[src/sv/ssb_pkg.sv]
// shared types, constants and segment lookup for the seven-segment command sequencer
package ssb_pkg;

  localparam int DIGIT_COUNT = 4;
  localparam int QUEUE_DEPTH = 4;
  localparam int ADDR_W      = 4;
  localparam int DATA_W      = 32;

  localparam logic [6:0] BLANK_CODE = 7'h7f;
  localparam logic [7:0] POINT_BIT  = 8'h80;
  localparam logic [7:0] ADDR_BASE  = 8'hc0;
  localparam logic [7:0] CTRL_BASE  = 8'h88;

  localparam logic [2:0] BRIGHTNESS_RESET = 3'd7;
  localparam logic [7:0] AUTO_CMD_RESET   = 8'h40;
  localparam logic [7:0] FIXED_CMD_RESET  = 8'h44;

  localparam int SEG_COUNT = 13;
  localparam logic [7:0] SEG_TABLE [SEG_COUNT] = '{
    8'h3f, 8'h06, 8'h5b, 8'h4f, 8'h66, 8'h6d, 8'h7d, 8'h07,
    8'h7f, 8'h6f, 8'h77, 8'h7c, 8'h40
  };

  typedef enum logic [2:0] {
    OP_SHOW_DIGIT = 3'd0,
    OP_SHOW_FOUR  = 3'd1,
    OP_CLEAR      = 3'd2,
    OP_ZEROS      = 3'd3,
    OP_POINT      = 3'd4,
    OP_SET_BLINK  = 3'd5,
    OP_BLINK_TICK = 3'd6
  } op_e;

  typedef enum logic [1:0] {
    BLINK_NONE    = 2'd0,
    BLINK_ALL     = 2'd1,
    BLINK_PAIR_LO = 2'd2,
    BLINK_PAIR_HI = 2'd3
  } blink_e;

  typedef enum logic [1:0] {
    REG_BRIGHTNESS = 2'd0,
    REG_AUTO_CMD   = 2'd1,
    REG_FIXED_CMD  = 2'd2
  } reg_e;

  // one bus job: either a four-digit write or a run of single-digit writes
  typedef struct packed {
    logic                            four;
    logic [1:0]                      first_pos;
    logic [1:0]                      last_idx;
    logic [DIGIT_COUNT-1:0][7:0]     segs;
  } job_t;

  function automatic logic [7:0] seg_single(input logic [6:0] code, input logic pt);
    logic [7:0] pb;
    pb = pt ? POINT_BIT : 8'h00;
    if (code < 7'(SEG_COUNT)) return SEG_TABLE[code[3:0]] | pb;
    return pb;
  endfunction

  function automatic logic [7:0] seg_multi(input logic [6:0] code, input logic pt);
    logic [7:0] pb;
    pb = pt ? POINT_BIT : 8'h00;
    if (code < 7'(SEG_COUNT)) return SEG_TABLE[code[3:0]] | pb;
    return 8'h00;
  endfunction

endpackage

[src/sv/ssb_front.sv]
// front end: takes requests, keeps display state and builds bus jobs
module ssb_front (
  input  logic                 clk_i,
  input  logic                 rst_ni,
  input  logic                 valid_i,
  input  logic [2:0]           operation_i,
  input  logic [1:0]           position_i,
  input  logic [6:0]           digit_zero_i,
  input  logic [6:0]           digit_one_i,
  input  logic [6:0]           digit_two_i,
  input  logic [6:0]           digit_three_i,
  input  logic                 save_digits_i,
  input  logic                 point_command_i,
  input  logic [1:0]           blink_choice_i,
  output logic                 stall_o,
  input  logic                 full_i,
  output logic                 push_o,
  output ssb_pkg::job_t        job_o
);

  logic [ssb_pkg::DIGIT_COUNT-1:0][6:0] saved_q, saved_d;
  logic [ssb_pkg::DIGIT_COUNT-1:0][6:0] codes;
  logic                                 point_q, point_d;
  ssb_pkg::blink_e                      mode_q, mode_d;
  logic                                 phase_q, phase_d;
  logic                                 accept;
  ssb_pkg::blink_e                      choice;
  logic [1:0]                           base;

  assign stall_o = full_i;
  assign accept  = valid_i & ~full_i;
  assign codes   = {digit_three_i, digit_two_i, digit_one_i, digit_zero_i};
  assign choice  = ssb_pkg::blink_e'(blink_choice_i);
  assign base    = (mode_q == ssb_pkg::BLINK_PAIR_LO) ? 2'd2 : 2'd0;

  always_comb begin
    saved_d = saved_q;
    point_d = point_q;
    mode_d  = mode_q;
    phase_d = phase_q;
    push_o  = 1'b0;
    job_o   = '0;
    if (accept) begin
      unique case (ssb_pkg::op_e'(operation_i))
        ssb_pkg::OP_SHOW_DIGIT: begin
          push_o          = 1'b1;
          job_o.first_pos = position_i;
          job_o.segs[0]   = ssb_pkg::seg_single(codes[0], point_q);
          if (save_digits_i) saved_d[position_i] = codes[0];
        end
        ssb_pkg::OP_SHOW_FOUR: begin
          push_o     = 1'b1;
          job_o.four = 1'b1;
          for (int k = 0; k < ssb_pkg::DIGIT_COUNT; k++) begin
            job_o.segs[k] = ssb_pkg::seg_multi(codes[k], point_q);
          end
          if (save_digits_i) saved_d = codes;
        end
        ssb_pkg::OP_CLEAR: begin
          push_o         = 1'b1;
          job_o.last_idx = 2'd3;
          for (int k = 0; k < ssb_pkg::DIGIT_COUNT; k++) begin
            job_o.segs[k] = ssb_pkg::seg_single(ssb_pkg::BLANK_CODE, point_q);
          end
        end
        ssb_pkg::OP_ZEROS: begin
          push_o         = 1'b1;
          job_o.last_idx = 2'd3;
          for (int k = 0; k < ssb_pkg::DIGIT_COUNT; k++) begin
            job_o.segs[k] = ssb_pkg::seg_single(7'd0, point_q);
          end
          if (save_digits_i) saved_d = '0;
        end
        ssb_pkg::OP_POINT: begin
          point_d = point_command_i | ~point_q;
        end
        ssb_pkg::OP_SET_BLINK: begin
          if (choice != mode_q) begin
            mode_d     = choice;
            push_o     = 1'b1;
            job_o.four = 1'b1;
            for (int k = 0; k < ssb_pkg::DIGIT_COUNT; k++) begin
              job_o.segs[k] = ssb_pkg::seg_multi(saved_q[k], point_q);
            end
            if (choice != ssb_pkg::BLINK_NONE) phase_d = 1'b1;
          end
        end
        ssb_pkg::OP_BLINK_TICK: begin
          unique case (mode_q)
            ssb_pkg::BLINK_PAIR_LO, ssb_pkg::BLINK_PAIR_HI: begin
              push_o          = 1'b1;
              job_o.first_pos = base;
              job_o.last_idx  = 2'd1;
              for (int k = 0; k < 2; k++) begin
                job_o.segs[k] = phase_q ?
                    ssb_pkg::seg_single(ssb_pkg::BLANK_CODE, point_q) :
                    ssb_pkg::seg_single(saved_q[2'(base + 2'(k))], point_q);
              end
              phase_d = ~phase_q;
            end
            ssb_pkg::BLINK_ALL: begin
              push_o = 1'b1;
              if (phase_q) begin
                job_o.last_idx = 2'd3;
                for (int k = 0; k < ssb_pkg::DIGIT_COUNT; k++) begin
                  job_o.segs[k] = ssb_pkg::seg_single(ssb_pkg::BLANK_CODE, point_q);
                end
                point_d = 1'b1;
              end else begin
                job_o.four = 1'b1;
                for (int k = 0; k < ssb_pkg::DIGIT_COUNT; k++) begin
                  job_o.segs[k] = ssb_pkg::seg_multi(saved_q[k], point_q);
                end
                point_d = 1'b0;
              end
              phase_d = ~phase_q;
            end
            ssb_pkg::BLINK_NONE: begin
            end
            default: begin
            end
          endcase
        end
        default: begin
        end
      endcase
    end
  end

  always_ff @(posedge clk_i or negedge rst_ni) begin
    if (!rst_ni) begin
      saved_q <= '0;
      point_q <= 1'b0;
      mode_q  <= ssb_pkg::BLINK_NONE;
      phase_q <= 1'b0;
    end else begin
      saved_q <= saved_d;
      point_q <= point_d;
      mode_q  <= mode_d;
      phase_q <= phase_d;
    end
  end

endmodule

[src/sv/ssb_fifo.sv]
// short job queue between the front end and the byte sequencer
module ssb_fifo #(
  parameter int DEPTH = ssb_pkg::QUEUE_DEPTH
) (
  input  logic          clk_i,
  input  logic          rst_ni,
  input  logic          push_i,
  input  ssb_pkg::job_t data_i,
  output logic          full_o,
  input  logic          pop_i,
  output ssb_pkg::job_t data_o,
  output logic          empty_o
);

  localparam int PTR_W = (DEPTH > 1) ? $clog2(DEPTH) : 1;
  localparam int CNT_W = $clog2(DEPTH + 1);

  ssb_pkg::job_t mem [DEPTH];
  logic [PTR_W-1:0] wr_q, wr_d, rd_q, rd_d;
  logic [CNT_W-1:0] cnt_q, cnt_d;
  logic do_push, do_pop;

  assign full_o  = (cnt_q == CNT_W'(DEPTH));
  assign empty_o = (cnt_q == '0);
  assign do_push = push_i & ~full_o;
  assign do_pop  = pop_i & ~empty_o;
  assign data_o  = mem[rd_q];

  always_comb begin
    wr_d  = wr_q;
    rd_d  = rd_q;
    cnt_d = cnt_q;
    if (do_push) wr_d = (wr_q == PTR_W'(DEPTH - 1)) ? '0 : wr_q + 1'b1;
    if (do_pop)  rd_d = (rd_q == PTR_W'(DEPTH - 1)) ? '0 : rd_q + 1'b1;
    if (do_push && !do_pop) cnt_d = cnt_q + 1'b1;
    else if (!do_push && do_pop) cnt_d = cnt_q - 1'b1;
  end

  always_ff @(posedge clk_i) begin
    if (do_push) mem[wr_q] <= data_i;
  end

  always_ff @(posedge clk_i or negedge rst_ni) begin
    if (!rst_ni) begin
      wr_q  <= '0;
      rd_q  <= '0;
      cnt_q <= '0;
    end else begin
      wr_q  <= wr_d;
      rd_q  <= rd_d;
      cnt_q <= cnt_d;
    end
  end

endmodule

[src/sv/ssb_back.sv]
// back end: walks a job byte by byte into the output register
module ssb_back (
  input  logic          clk_i,
  input  logic          rst_ni,
  input  logic [2:0]    brightness_i,
  input  logic [7:0]    auto_cmd_i,
  input  logic [7:0]    fixed_cmd_i,
  input  ssb_pkg::job_t job_i,
  input  logic          empty_i,
  output logic          pop_o,
  output logic          busy_o,
  output logic          valid_o,
  input  logic          stall_i,
  output logic [7:0]    bus_byte_o,
  output logic          frame_start_o,
  output logic          frame_stop_o,
  output logic          last_o
);

  ssb_pkg::job_t job_q;
  logic          busy_q, busy_d;
  logic [1:0]    wr_q, wr_d;
  logic [2:0]    bt_q, bt_d;
  logic          out_valid_q;
  logic [7:0]    byte_q;
  logic          start_q, stop_q, last_q;
  logic          take, adv, load;
  logic [7:0]    cur_byte, ctrl_byte;
  logic          cur_start, cur_stop, cur_last;

  assign take      = ~out_valid_q | ~stall_i;
  assign adv       = busy_q & take;
  assign load      = ~empty_i & (~busy_q | (adv & cur_last));
  assign pop_o     = load;
  assign busy_o    = busy_q;
  assign ctrl_byte = ssb_pkg::CTRL_BASE + {5'b0, brightness_i};

  always_comb begin
    cur_byte  = ctrl_byte;
    cur_start = 1'b1;
    cur_stop  = 1'b1;
    cur_last  = 1'b0;
    if (job_q.four) begin
      unique case (bt_q)
        3'd0: cur_byte = auto_cmd_i;
        3'd1: begin
          cur_byte = ssb_pkg::ADDR_BASE;
          cur_stop = 1'b0;
        end
        3'd2, 3'd3, 3'd4, 3'd5: begin
          cur_byte  = job_q.segs[2'(bt_q - 3'd2)];
          cur_start = 1'b0;
          cur_stop  = (bt_q == 3'd5);
        end
        3'd6: cur_last = 1'b1;
        default: begin
        end
      endcase
    end else begin
      unique case (bt_q)
        3'd0: cur_byte = fixed_cmd_i;
        3'd1: begin
          cur_byte = ssb_pkg::ADDR_BASE | {6'b0, 2'(job_q.first_pos + wr_q)};
          cur_stop = 1'b0;
        end
        3'd2: begin
          cur_byte  = job_q.segs[wr_q];
          cur_start = 1'b0;
        end
        3'd3: cur_last = (wr_q == job_q.last_idx);
        default: begin
        end
      endcase
    end
  end

  always_comb begin
    busy_d = busy_q;
    wr_d   = wr_q;
    bt_d   = bt_q;
    if (load) begin
      busy_d = 1'b1;
      wr_d   = '0;
      bt_d   = '0;
    end else if (adv) begin
      if (cur_last) begin
        busy_d = 1'b0;
      end else if (!job_q.four && bt_q == 3'd3) begin
        bt_d = '0;
        wr_d = wr_q + 1'b1;
      end else begin
        bt_d = bt_q + 1'b1;
      end
    end
  end

  always_ff @(posedge clk_i or negedge rst_ni) begin
    if (!rst_ni) begin
      busy_q      <= 1'b0;
      wr_q        <= '0;
      bt_q        <= '0;
      out_valid_q <= 1'b0;
    end else begin
      busy_q <= busy_d;
      wr_q   <= wr_d;
      bt_q   <= bt_d;
      if (take) out_valid_q <= adv;
    end
  end

  always_ff @(posedge clk_i) begin
    if (load) job_q <= job_i;
    if (adv) begin
      byte_q  <= cur_byte;
      start_q <= cur_start;
      stop_q  <= cur_stop;
      last_q  <= cur_last;
    end
  end

  assign valid_o       = out_valid_q;
  assign bus_byte_o    = byte_q;
  assign frame_start_o = start_q;
  assign frame_stop_o  = stop_q;
  assign last_o        = last_q;

endmodule

[src/sv/seven_segment_blink_command_sequencer.sv]
// top level: register port, front end, job queue and byte sequencer
// the first byte of a request passes through the job queue and the job register into the output register
// the byte sequencer then sends one byte per cycle while out_stall_i is low: 4, 7, 8 or 16
// bytes per request; a queued job loads with the last byte of the one before, so a busy
// stream runs on without a gap between requests
// reset clears the display state and loads the register reset values, no clearing pass
module seven_segment_blink_command_sequencer #(
  parameter int QUEUE_DEPTH = ssb_pkg::QUEUE_DEPTH
) (
  input  logic                       clk_i,
  input  logic                       rst_ni,
  input  logic                       psel,
  input  logic                       penable,
  input  logic                       pwrite,
  input  logic [ssb_pkg::ADDR_W-1:0] paddr,
  input  logic [ssb_pkg::DATA_W-1:0] pwdata,
  output logic [ssb_pkg::DATA_W-1:0] prdata,
  output logic                       pready,
  input  logic                       in_valid_i,
  output logic                       in_stall_o,
  input  logic [2:0]                 operation_i,
  input  logic [1:0]                 position_i,
  input  logic [6:0]                 digit_zero_i,
  input  logic [6:0]                 digit_one_i,
  input  logic [6:0]                 digit_two_i,
  input  logic [6:0]                 digit_three_i,
  input  logic                       save_digits_i,
  input  logic                       point_command_i,
  input  logic [1:0]                 blink_choice_i,
  output logic                       out_valid_o,
  input  logic                       out_stall_i,
  output logic [7:0]                 bus_byte_o,
  output logic                       frame_start_o,
  output logic                       frame_stop_o,
  output logic                       last_o
);

  logic [2:0]    bright_q;
  logic [7:0]    auto_q, fixed_q;
  logic          cfg_wr;
  ssb_pkg::reg_e reg_sel;

  logic          q_full, q_empty, q_push, q_pop, back_busy;
  ssb_pkg::job_t push_job, head_job;

  assign pready  = 1'b1;
  assign cfg_wr  = psel & penable & pwrite;
  assign reg_sel = ssb_pkg::reg_e'(paddr[3:2]);

  always_comb begin
    unique case (reg_sel)
      ssb_pkg::REG_BRIGHTNESS: prdata = {29'b0, bright_q};
      ssb_pkg::REG_AUTO_CMD:   prdata = {24'b0, auto_q};
      ssb_pkg::REG_FIXED_CMD:  prdata = {24'b0, fixed_q};
      default:                 prdata = '0;
    endcase
  end

  always_ff @(posedge clk_i or negedge rst_ni) begin
    if (!rst_ni) begin
      bright_q <= ssb_pkg::BRIGHTNESS_RESET;
      auto_q   <= ssb_pkg::AUTO_CMD_RESET;
      fixed_q  <= ssb_pkg::FIXED_CMD_RESET;
    end else if (cfg_wr) begin
      unique case (reg_sel)
        ssb_pkg::REG_BRIGHTNESS: bright_q <= pwdata[2:0];
        ssb_pkg::REG_AUTO_CMD:   auto_q   <= pwdata[7:0];
        ssb_pkg::REG_FIXED_CMD:  fixed_q  <= pwdata[7:0];
        default: begin
        end
      endcase
    end
  end

  ssb_front u_front (
    .clk_i           (clk_i),
    .rst_ni          (rst_ni),
    .valid_i         (in_valid_i),
    .operation_i     (operation_i),
    .position_i      (position_i),
    .digit_zero_i    (digit_zero_i),
    .digit_one_i     (digit_one_i),
    .digit_two_i     (digit_two_i),
    .digit_three_i   (digit_three_i),
    .save_digits_i   (save_digits_i),
    .point_command_i (point_command_i),
    .blink_choice_i  (blink_choice_i),
    .stall_o         (in_stall_o),
    .full_i          (q_full),
    .push_o          (q_push),
    .job_o           (push_job)
  );

  ssb_fifo #(
    .DEPTH (QUEUE_DEPTH)
  ) u_fifo (
    .clk_i   (clk_i),
    .rst_ni  (rst_ni),
    .push_i  (q_push),
    .data_i  (push_job),
    .full_o  (q_full),
    .pop_i   (q_pop),
    .data_o  (head_job),
    .empty_o (q_empty)
  );

  ssb_back u_back (
    .clk_i         (clk_i),
    .rst_ni        (rst_ni),
    .brightness_i  (bright_q),
    .auto_cmd_i    (auto_q),
    .fixed_cmd_i   (fixed_q),
    .job_i         (head_job),
    .empty_i       (q_empty),
    .pop_o         (q_pop),
    .busy_o        (back_busy),
    .valid_o       (out_valid_o),
    .stall_i       (out_stall_i),
    .bus_byte_o    (bus_byte_o),
    .frame_start_o (frame_start_o),
    .frame_stop_o  (frame_stop_o),
    .last_o        (last_o)
  );

  // every request that sends bytes ends on the display control byte
  a_last_is_ctrl: assert property (@(posedge clk_i) disable iff (!rst_ni)
    out_valid_o && last_o |-> bus_byte_o == (ssb_pkg::CTRL_BASE + {5'b0, bright_q}))
    else $error("last byte is not display control");

  // a byte opened by start but not closed by stop is always an address byte
  a_addr_byte: assert property (@(posedge clk_i) disable iff (!rst_ni)
    out_valid_o && frame_start_o && !frame_stop_o |-> bus_byte_o[7:6] == 2'b11)
    else $error("open frame byte is not an address");

  // a full queue means the sequencer is working on a job
  a_full_busy: assert property (@(posedge clk_i) disable iff (!rst_ni)
    q_full |-> back_busy)
    else $error("queue full while sequencer idle");

endmodule

[config.mk]
export PLATFORM = sky130hd
export DESIGN_NAME = seven_segment_blink_command_sequencer
export DESIGN_NICKNAME = d
export VERILOG_FILES = /design/src/sv/ssb_pkg.sv /design/src/sv/ssb_front.sv /design/src/sv/ssb_fifo.sv /design/src/sv/ssb_back.sv /design/src/sv/seven_segment_blink_command_sequencer.sv
export SDC_FILE = /design/constraint.sdc
export NUM_CORES = 1
export LEC_CHECK = 0
export BUFFER_PORTS_ARGS = -buffer_cell sky130_fd_sc_hd__buf_4
export CAP_MARGIN = 20
export CORE_UTILIZATION = 30
export CTS_CLUSTER_SIZE = 12
export DETAILED_ROUTE_END_ITERATION = 10
export SLEW_MARGIN = 20
export SYNTH_ARGS = -nofsm -noshare
export SYNTH_HDL_FRONTEND = slang
export SYNTH_SLANG_ARGS = --single-unit
[constraint.sdc]
create_clock -name clk_i -period 4.5 [get_ports clk_i]
set_input_delay 0.225 -clock clk_i [delete_from_list [all_inputs] [get_ports clk_i]]
set_output_delay 0.225 -clock clk_i [all_outputs]
set_load 0.02 [all_outputs]
# Yosys cells after proc, flatten, opt, wreduce, memory -nomap -nowiden
# Memories as Yosys holds them, arrays and structs flattened. A register that Yosys moved wholly into a read port is not among the register bits.
# Index checks and enable logic that the tools add are counted.
dict set report totals {
  ff_bits 76
  latchBits 0
  mem_bits_rw 148
  romBits 1280
  in_bits 80
  output_inout_bits 46
  elab_cells 347
  n_memories 11
}
# memory depth width rd rd_ports_with_merged_regs write_ports line
set mem_list {}
lappend mem_list {u_fifo.mem 4 37 1 1 1 ssb_fifo.sv:18} ;# ssb_pkg::job_t mem [DEPTH];
lappend mem_list {{(name not given)} 16 8 1 0 0 ssb_pkg.sv:65} ;# if (code < 7'(SEG_COUNT)) return SEG_TABLE[code[3:0]] | pb;
lappend mem_list {{(name not given)} 16 8 1 0 0 ssb_pkg.sv:65}
lappend mem_list {{(name not given)} 16 8 1 0 0 ssb_pkg.sv:58} ;# if (code < 7'(SEG_COUNT)) return SEG_TABLE[code[3:0]] | pb;
lappend mem_list {{(name not given)} 16 8 1 0 0 ssb_pkg.sv:65}
lappend mem_list {{(name not given)} 16 8 1 0 0 ssb_pkg.sv:65}
lappend mem_list {{+5 memories} - - - - - -}
dict set report op_classes {
  addsub 10
  multipliers 0
  div_mod_pow 0
  n_lt_le_gt_ge 26
  n_eq_ne 30
  shifts 0
  mux 177
  bitwise 38
  n_reduce_logical 34
}
# op n
set op_table {}
lappend op_table {{$mux 8} 51}
lappend op_table {{$pmux 24 s5} 1}
lappend op_table {{$mux 28} 3}
lappend op_table {{$pmux 28 s3} 1}
lappend op_table {{$or 8x8->8} 10}
lappend op_table {{$mux 1} 79}
lappend op_table {{$pmux 8 s3} 3}
lappend op_table {{$lt 7x4->1 const B} 10}
lappend op_table {{$mux 32} 2}
lappend op_table {{$ge 5x5->1 const B} 10}
lappend op_table {{$not 4->5} 10}
lappend op_table {{$pmux 8 s6} 1}
lappend op_table {{$mux 37} 1}
lappend op_table {{$bmux 8 s2} 2}
lappend op_table {{$pmux 16 s2} 1}
lappend op_table {{$bmux 7 s2} 2}
lappend op_table {{$bwmux 28} 1}
lappend op_table {{$eq 3x3->1 const B} 7}
lappend op_table {{$mux 7} 3}
lappend op_table {{$mux 2} 9}
lappend op_table {{$mux 3} 6}
lappend op_table {{$mux 16} 1}
lappend op_table {{$lt 2x3->1 const B} 5}
lappend op_table {{$demux 7 s2} 1}
lappend op_table {{other kinds (34)} 95}

# Logic depth before layout (Yosys ltp)
# Gate-level depths: netlist of run 1.
dict set report depth {
  word_depth 16
  ltp_mapped 12
  mapped_depth_nobuf 11
}

# Modules after synthesis
# A second synthesis of run 1 with hierarchy kept.
dict set report unflattened {
  cells_unflattened 1114
  area_unflattened_um2 14091.0
}
# mod instances cells_per_inst area_each_um2
set by_module_without_submodules {}
lappend by_module_without_submodules {ssb_fifo 1 230 5803.1}
lappend by_module_without_submodules {ssb_front 1 617 4446.8}
lappend by_module_without_submodules {ssb_back 1 179 2747.6}
lappend by_module_without_submodules {seven_segment_blink_command_sequencer 1 88 1093.5}

# Least setup slack after synthesis of run 1
# Ideal clock, no wire load.
dict set report synth_timing {
  path_kind {register to register}
  start {reg u_back.bt_q[0]}
  end {reg, netlist name u_back.job_q[0]}
  setup_time_ns 0.392
  arrival_time_ns 2.402
  path_slack_ns 1.706
  stages_incl_launch_ff 7
  n_path_buf 0
  path_cell_list {dfrtp_1 > ha_1 > nor3b_1 > or3b_2 > nand3_1 > nand2_1 > inv_1}
}
dict set report synth_via {
  elab_chain_cells 6
  word_cells_on_any_way 8
  cone_classes {eq/ne (2); mux (3); bitwise (3)}
}
# item line
set synth_rtl {}
lappend synth_rtl {{from (decl)} ssb_back.sv:23} ;# logic [2:0] bt_q, bt_d;
lappend synth_rtl {{from (signal assigned)} ssb_back.sv:106} ;# bt_q <= bt_d;
lappend synth_rtl {{$eq 3x2->1 or $eq 3x3->1 (tied branches)} {ssb_back.sv:60, ssb_back.sv:44}}
lappend synth_rtl {{$mux 1, on equally long branches} {ssb_back.sv:60, ssb_back.sv:44}}
lappend synth_rtl {{$mux 1 *} ssb_back.sv:43} ;# if (job_q.four) begin
lappend synth_rtl {{$and 1x1->1 *} ssb_back.sv:33} ;# assign load = ~empty_i & (~busy_q | (adv & cur_last));
lappend synth_rtl {{$or 1x1->1 *} ssb_back.sv:33}
lappend synth_rtl {{$and 1x1->1 *} ssb_back.sv:33}
lappend synth_rtl {{net q_pop} seven_segment_blink_command_sequencer.sv:43} ;# logic q_full, q_empty, q_push, q_pop, back_busy;
# Mark *: on every way through the listed nets, which the timed path passes. The rest lies on a longest branch.
# A chain may end at the register's enable or synchronous reset.

# Worst setup path in the final report of run 1
dict set report layout_timing {
  start {reg u_back.bt_q[0]}
  end {reg u_fifo.cnt_q[1]}
}
dict set report layout_via {
  elab_chain_cells 10
  word_cells_on_any_way 14
  cone_classes {eq/ne (2); mux (4); bitwise (4); reduce/logical (4)}
}
# item line
set layout_rtl {}
lappend layout_rtl {{$eq 3x2->1 or $eq 3x3->1 (tied branches)} {ssb_back.sv:60, ssb_back.sv:44}}
lappend layout_rtl {{$mux 1, on equally long branches} {ssb_back.sv:60, ssb_back.sv:44}}
lappend layout_rtl {{$mux 1 *} ssb_back.sv:43}
lappend layout_rtl {{$and 1x1->1 *} ssb_back.sv:33}
lappend layout_rtl {{$or 1x1->1 *} ssb_back.sv:33}
lappend layout_rtl {{$and 1x1->1 *} ssb_back.sv:33}
lappend layout_rtl {{$and 1x1->1 *} ssb_fifo.sv:26} ;# assign do_pop = pop_i & ~empty_o;
lappend layout_rtl {{$logic_not 1->1 *} ssb_fifo.sv:35} ;# if (do_push && !do_pop) cnt_d = cnt_q + 1'b1;
lappend layout_rtl {{$logic_and 1x1->1 *} ssb_fifo.sv:35}
lappend layout_rtl {{$mux 3 *} ssb_fifo.sv:35}
lappend layout_rtl {{net u_fifo.cnt_d[1]} ssb_fifo.sv:20} ;# logic [CNT_W-1:0] cnt_q, cnt_d;
lappend layout_rtl {{to (signal assigned)} ssb_fifo.sv:51} ;# cnt_q <= cnt_d;
lappend layout_rtl {{to (decl)} ssb_fifo.sv:20}
# Marked as above.

==> flow_summary.yaml, run 1 <==
outcome:
  status: "complete, no violations"
setup_path:
  end_kind: "flip-flop"
  worst-setup-path-type: "reg2reg"
  cp-start-kind: "flip-flop"
  cpMaxStageDelayCell: "dfrtp_1"
  worstPathCellList: "ha_1 -> nor3b_1 -> or3b_2 -> nand3_1 -> nand2_1 -> ha_1 -> inv_1 -> fa_1 -> mux2_2"
  max_stage_delay_ns: 0.74
  crit_end: "u_fifo.cnt_q[1]$_DFFE_PN0P_"
  cp_max_fo: 13
  worstPathRequired_ns: 4.93
  rr_worst_depth: 9
  arrival_ns: 3.78
  r2r_slack_ns: 1.15
  r2r_end: "u_fifo.cnt_q[1]$_DFFE_PN0P_"
  rr_startpoint: "u_back.bt_q[0]$_DFFE_PN0P_"
  crit_top_cell: "ha_1"
  startpoint: "u_back.bt_q[0]$_DFFE_PN0P_"
run:
  maxCapViolations: 0
sta:
  whs_ns: 0.03845
  worst_slew_pin_slew_ns: 1.028
  max_freq_mhz: 298.3
  skew_ns: 0.01336
  rsz0062_at_grt: "no"
  period_needed_ns: 3.353
  final.period_utilization_pct: 74.50
  relSlewSlack_pct: 31.44
  setup_tns_ns: 0
  finalMaxSlewViolations: 0
  final.setup.worst_slack_ns: 1.147
  finalHoldViolCount: 0
  finalSetupViolCount: 0
cells_and_area:
  antenna_cells: 0
  nets: 1348
  syn2layout_area_growth_pct: 14.52
  postLayoutCellArea_um2: 16160
  final_util_pct: 34.79
  final_layout_size_suffix_gt1_share_pct: 18.25
power:
  p_per_area_nw_per_um2: 508.4
  share_comb_of_total_power_pct: 30.6
  internal_power_w: 0.005476
  switching_power_w: 0.002741
  seq_power_share_pct: 43.9
  p_clk_share_pct: 25.5
  switching_share_pct: 33.35
  leakagePower_nw: 5.811
  ir_drop_mv: 0.2129
yosys:
  synth_top_cell_by_area: "edfxtp_1"
  synthCells: 1149
  synth_enable_flop_cells: 196
  synthDistinctLibCells: 75
  synthTopCellsByArea: "edfxtp_1, dfrtp_1, mux4_2"
  yosysTopAreaCellShare_pct: 41.70
  postSynth.asyncResetShare_pct: 24.90
  yosysWarnings: 0
  ys_seq_area_share_pct: 53.28
  synth_ff_type: "edfxtp_1"
  syn_area_um2: 14110
  ys_ff_latch: 261
  syn_area_per_cell_um2: 12.28
clock_network:
  root_buffer: "clkbuf_16"
  cts_tree: "done"
  cts.sinks: 261
  cts.clk_slew.worst_paths_ns: 0.06
  worstSkewPairLatency_ns: 0.55
  htreeDepth: 1
  numCtsBuffers: 27
  ctsLongestPathBuffers: 3
floorplanning:
  dieArea_um2: 47920
  fp.coreArea_um2: 46460
  die_w_um: 218.9
  initial_core_util_pct: 30.38
  core.rowCount: 79
  dieHeight_um: 218.9
  num_io_pins: 126
routing:
  totalWireLength_um: 34030
  ant_nets: 0
  drt_iter0_markers: 995
  wire_per_inst_um: 18.50
  drt_first_pass_iters: 7
  post-route-drc-count: 0
  num_vias: 9647
  avgViaCountPerCell: 5.243
global_routing:
  antenna_found_initial: 0
  grt_usage_pct: 14.07
  grt_overflow: 0
  grt_pass1_wl_um: 52580
  grt_max_degree: 66
  grt_pass1_vias: 9220
placement:
  dpl.hpwl_um: 23990
  gp_congestion: 0.8763
  place_ws_ns: 1.122
  numPortBuffers: 74
  placed_cell_area_um2: 15110
min_path:
  min_path_type: "in2reg"
-- synthesized netlist by cell type, drive strengths merged, types with 11 or more instances --
library cell,n
clkbuf,52
nor2b,20
mux4,53
dfrtp,59
mux2,33
mux2i,30
inv,40
a221oi,11
nor2,66
a31oi,23
edfxtp,196
o211ai,15
nand2,97
a32oi,21
nor3,18
o21ai,99
ha,55
a21oi,53
buf,43
nand3,18
-- cell type report --
type	count	area, µm²
clock buffers	42	742.0
repair buffers	106	855.8
clock inverters	8	70.07
inverters	40	150.1
well taps	607	759.5
multi-input cells	776	6065
fillers	4554	30290
flip-flops and latches	261	7521
-- what timing repair did --
action,4_1_cts,5_1_grt
setup buffers,0,0
resized for setup,0,0
endpoints found under the hold margin,93,0
hold buffers,24,0
-- layer usage --
| layer | vias up | share of wire (%) | track usage [%] |
|---|---|---|---|
| li1 | 4517 | - | - |
| met1 | 4728 | 47 | 20.67 |
| met2 | 347 | 44 | 21.57 |
| met3 | 55 | 5.7 | 1.982 |
| met4 | 0 | 2.4 | 3.773 |
| met5 | - | 0 | 0 |
-- through the flow --
| step | cells | total power, W |
|---|---|---|
| floorplan | 1172 | 0.005408 |
| global placement | 1766 | 0.006090 |
| detailed placement | 1766 | 0.006162 |
| CTS | 1840 | 0.008270 |
| global route | 1840 | 0.008682 |
| finish | 1840 | 0.008217 |
-- power groups by stage --
stage / sequential [W] / clock (W) / combinational [W]
after floorplan: 0.00341 / 0 / 0.00200
after global placement: 0.00364 / 0 / 0.00245
after detailed placement: 0.00366 / 0 / 0.00250
after CTS: 0.00361 / 0.00214 / 0.00252
after global routing: 0.00368 / 0.00224 / 0.00277
final: 0.00361 / 0.00209 / 0.00252
-- worst max-delay path, delay by kind of cell (launching register included) --
family | cells | cell delay (ns)
adders and majority gates | 3 | 0.99
buffers and inverters | 1 | 0.08
DFF | 1 | 0.74
muxes | 1 | 0.26
and+or+nand+nor | 4 | 1.15
-- placed cells by master, fill, tap and decap left out, types with 4 or more instances in the layout --
cell type      netlist  routed
a211oi_1             6       6
a21boi_0             4       4
a21o_1               4       4
a21oi_1             53      53
a221oi_1            11      11
a22o_1               8       8
a22oi_1              6       6
a31oi_1             22      22
a32oi_1             21      21
and2_2               0       4
buf_4               26      82
clkbuf_1            52      14
clkbuf_16            0      27
conb_1               2      25
dfrtp_1             59      58
dfstp_2              6       6
dlygate4sd3_1        0      24
edfxtp_1           196     196
ha_1                55      55
inv_1               40      40
mux2_2              33      33
mux2i_1             30      30
mux4_2              53      53
nand2_1             97      97
nand2b_1             7       7
nand3_1             18      18
nor2_1              66      66
nor2b_1             20      19
nor3_1              18      18
nor3b_1              8       8
o211ai_1            15      15
o21a_1               4       4
o21ai_0             98      97
o21bai_1             5       5
o311a_1              4       4
o311ai_0             8       8
o31ai_1              5       5
or3_1                4       4
xor2_1               6       6
-- worst min path at each step --
stage / startpoint / endpoint / cells after the start
3_3_place_gp: rst_ni / auto_q[7]$_DFFE_PN0P_ / 1
5_1_grt: digit_zero_i[3] / flip-flop / 3
2_1_floorplan: rst_ni / async pin / 0
4_1_cts: digit_two_i[1] / flip-flop / 3
3_5_place_dp: rst_ni / fixed_q[7]$_DFFE_PN0P_ / 1
6_report: digit_two_i[1] / flip-flop / 3
-- cells by family (layout without fill, tap and decap cells) --
logic type               after synthesis  in the layout  synth area share [%]
AO/OA/AOI/OAI                        307            307                 14.43
XOR/XNOR                               8              8                0.6028
adder cells (fa/ha/maj)               56             56                 5.018
buffers and inverters                135            196                 4.415
flip-flops                           261            261                 53.28
multiplexers                         116            116                 13.22
other                                  2             25               0.05321
AND/OR/NAND/NOR                      264            264                 8.981
(Power assumes the default switching activity.)
==> run 2: changes to the inputs <==
==> constraint.sdc (replaced) <==
create_clock -name clk_i -period 2.82 [get_ports clk_i]
set_input_delay 0.141 -clock clk_i [delete_from_list [all_inputs] [get_ports clk_i]]
set_output_delay 0.141 -clock clk_i [all_outputs]
set_load 0.02 [all_outputs]
==> run 2 against run 1 <==
Cell count is 3.2% higher. Register-to-register slack worse by 0.99 ns. Non-clock buffer count is 56 higher. Clock skew is 0.0021 ns higher. Via count is 2.1% higher. Worst hold slack worse by 0.022 ns. Maximum frequency is 26% higher. Combinational power is 79% higher. Clock power is 74% higher. Final area is 4.1% higher. Worst setup slack worse by 0.99 ns. Die area stayed put. Critical endpoint unchanged.
==> flow_summary.yaml, run 2 (synthesis results as in run 1) <==
setup_path:
  max_stage_delay_ns: 0.51
  crit_buf_inv: 1
  worst-setup-path-type: "reg2reg"
  cpMaxStageDelayCell: "or3b_2"
  cp_top_family: "simple AND/OR/NAND/NOR gates"
  cp-start-kind: "flip-flop"
  end_kind: "flip-flop"
  worstPathCellList: "ha_1 -> nor3b_4 -> or3b_2 -> nand3_1 -> nand2_1 -> ha_1 -> inv_1 -> fa_1 -> mux2_2"
  cp_max_fo: 4
  arrival_ns: 3.10
  worstPathRequired_ns: 3.26
  crit_top_cell: "ha_1"
sta:
  finalHoldViolCount: 0
  finalSetupViolCount: 0
  relSlewSlack_pct: 35.23
  rsz0062_at_grt: "no"
  max_freq_mhz: 376.0
  worst_slew_pin_slew_ns: 0.9716
  final.period_utilization_pct: 94.30
  skew_ns: 0.01545
  period_needed_ns: 2.659
  whs_ns: 0.01655
  finalMaxSlewViolations: 0
  setup_tns_ns: 0
clock_network:
  numCtsBuffers: 28
  cts.clk_slew.worst_paths_ns: 0.06
  htreeDepth: 1
  cts_tree: "done"
  ctsLongestPathBuffers: 3
  worstSkewPairLatency_ns: 0.56
  cts.sinks: 261
  root_buffer: "clkbuf_16"
floorplanning:
  dieHeight_um: 218.9
  core.rowCount: 79
  die_w_um: 218.9
  dieArea_um2: 47920
  num_io_pins: 126
  fp.coreArea_um2: 46460
  initial_core_util_pct: 30.38
power:
  ir_drop_mv: 0.4707
  p_per_area_nw_per_um2: 808.5
  leakagePower_nw: 6.151
global_routing:
  antenna_found_initial: 0
  grt_usage_pct: 14.56
  grt_pass1_vias: 9479
  grt_pass1_wl_um: 54430
  grt_max_degree: 66
  grt_overflow: 0
cells_and_area:
  syn2layout_area_growth_pct: 19.18
  multi_input_area_um2: 6081
  postLayoutCellArea_um2: 16820
  final_cell_mix: "edfxtp_1, buf_4, o21ai_0, nand2_1, nor2_1"
  fill_cells: 4482
  final_layout_size_suffix_gt1_share_pct: 21.22
  regArea_um2: 7521
  stdcell_count: 1898
  final_common_cell: "edfxtp_1"
  antenna_cells: 0
  nets: 1405
outcome:
  status: "complete, no violations"
placement:
  dpl.hpwl_um: 24530
  numPortBuffers: 74
  gp_congestion: 0.8728
  placed_cell_area_um2: 15510
  placedCellCount: 1808
routing:
  ant_nets: 0
  drt_iter0_markers: 791
  post-route-drc-count: 0
  avgViaCountPerCell: 5.189
  totalWireLength_um: 34820
  num_vias: 9849
  wire_per_inst_um: 18.35
  drt_first_pass_iters: 5
run:
  maxCapViolations: 0
min_path:
  min_path_type: "in2reg"
## run 2: cell types whose count changed in the layout (fill, tap and decap cells not counted), moves of 2 or more
cell,before,now
clkbuf_8,1,4
clkinv_1,3,1
buf_12,0,7
clkbuf_1,14,12
buf_4,82,117
dlygate4sd3_1,24,38
## run 2: where the power goes
part	total (W)	leakage, nW	internal (W)	switching, W
clock	0.00363	0.433	0.00213	0.00150
sequential	0.00544	2.62	0.00500	0.000447
combinational	0.00452	3.10	0.00203	0.00249
## run 2: per-stage QoR
stage | total power (W) | utilization [%] | setup WS [ns]
global placement | 0.009909 | 33.39 | 0.1308
finish | 0.01360 | 36.21 | 0.1607
detailed placement | 0.01001 | 33.39 | 0.04581
floorplan | 0.008629 | - | 0.02614
CTS | 0.01369 | 36.16 | 0.02214
global route | 0.01434 | 36.21 | 0.003162
## run 2: worst paths after layout
check,from,to,slack (ns),cells past startpoint
hold / removal,digit_three_i[2],flip-flop,0.02,3
hold reg to reg,u_fifo.cnt_q[2]$_DFFE_PN0P_,u_fifo.cnt_q[2]$_DFFE_PN0P_,0.49,1
setup reg to reg,u_back.bt_q[1]$_DFFE_PN0P_,u_fifo.cnt_q[1]$_DFFE_PN0P_,0.16,9
setup / recovery,u_back.bt_q[1]$_DFFE_PN0P_,u_fifo.cnt_q[1]$_DFFE_PN0P_,0.16,9
max in group asynchronous,rst_ni,async pin,1.90,2
min in group asynchronous,rst_ni,fixed_q[7]$_DFFE_PN0P_,0.24,2
## run 2: area by class of cell
| type | count | area share (%) |
|---|---|---|
| Multi-Input combinational cell | 776 | 36.15 |
| Sequential cell | 261 | 44.71 |
| Clock inverter | 8 | 0.6472 |
| Timing Repair Buffer | 162 | 8.317 |
| Clock buffer | 44 | 4.761 |
| Tap cell | 607 | 4.515 |
| Inverter | 40 | 0.8927 |
## run 2: what timing repair did
action | in CTS | in global routing
hold buffers | 38 | 0
buffers inserted | 0 | 0
gates resized for setup | 0 | 4
endpoints found under the setup margin | 0 | 10
hold endpoints to repair | 104 | 0
## run 2: layer usage
metal,part of all wire (%),global-route usage [%],vias to the layer above
met4,2.0,3.426,0
met1,48,21.12,4833
li1,-,-,4618
met2,44,22.65,347
met3,6.1,2.356,51
met5,0,0,-
## run 2: worst register-to-register path: cells and delay by family, from the launching register on
family | cells | cell delay, ns
flops | 1 | 0.36
fa+ha+maj | 3 | 0.82
simple gates | 4 | 1.01
mux | 1 | 0.27
buf+inv | 1 | 0.08
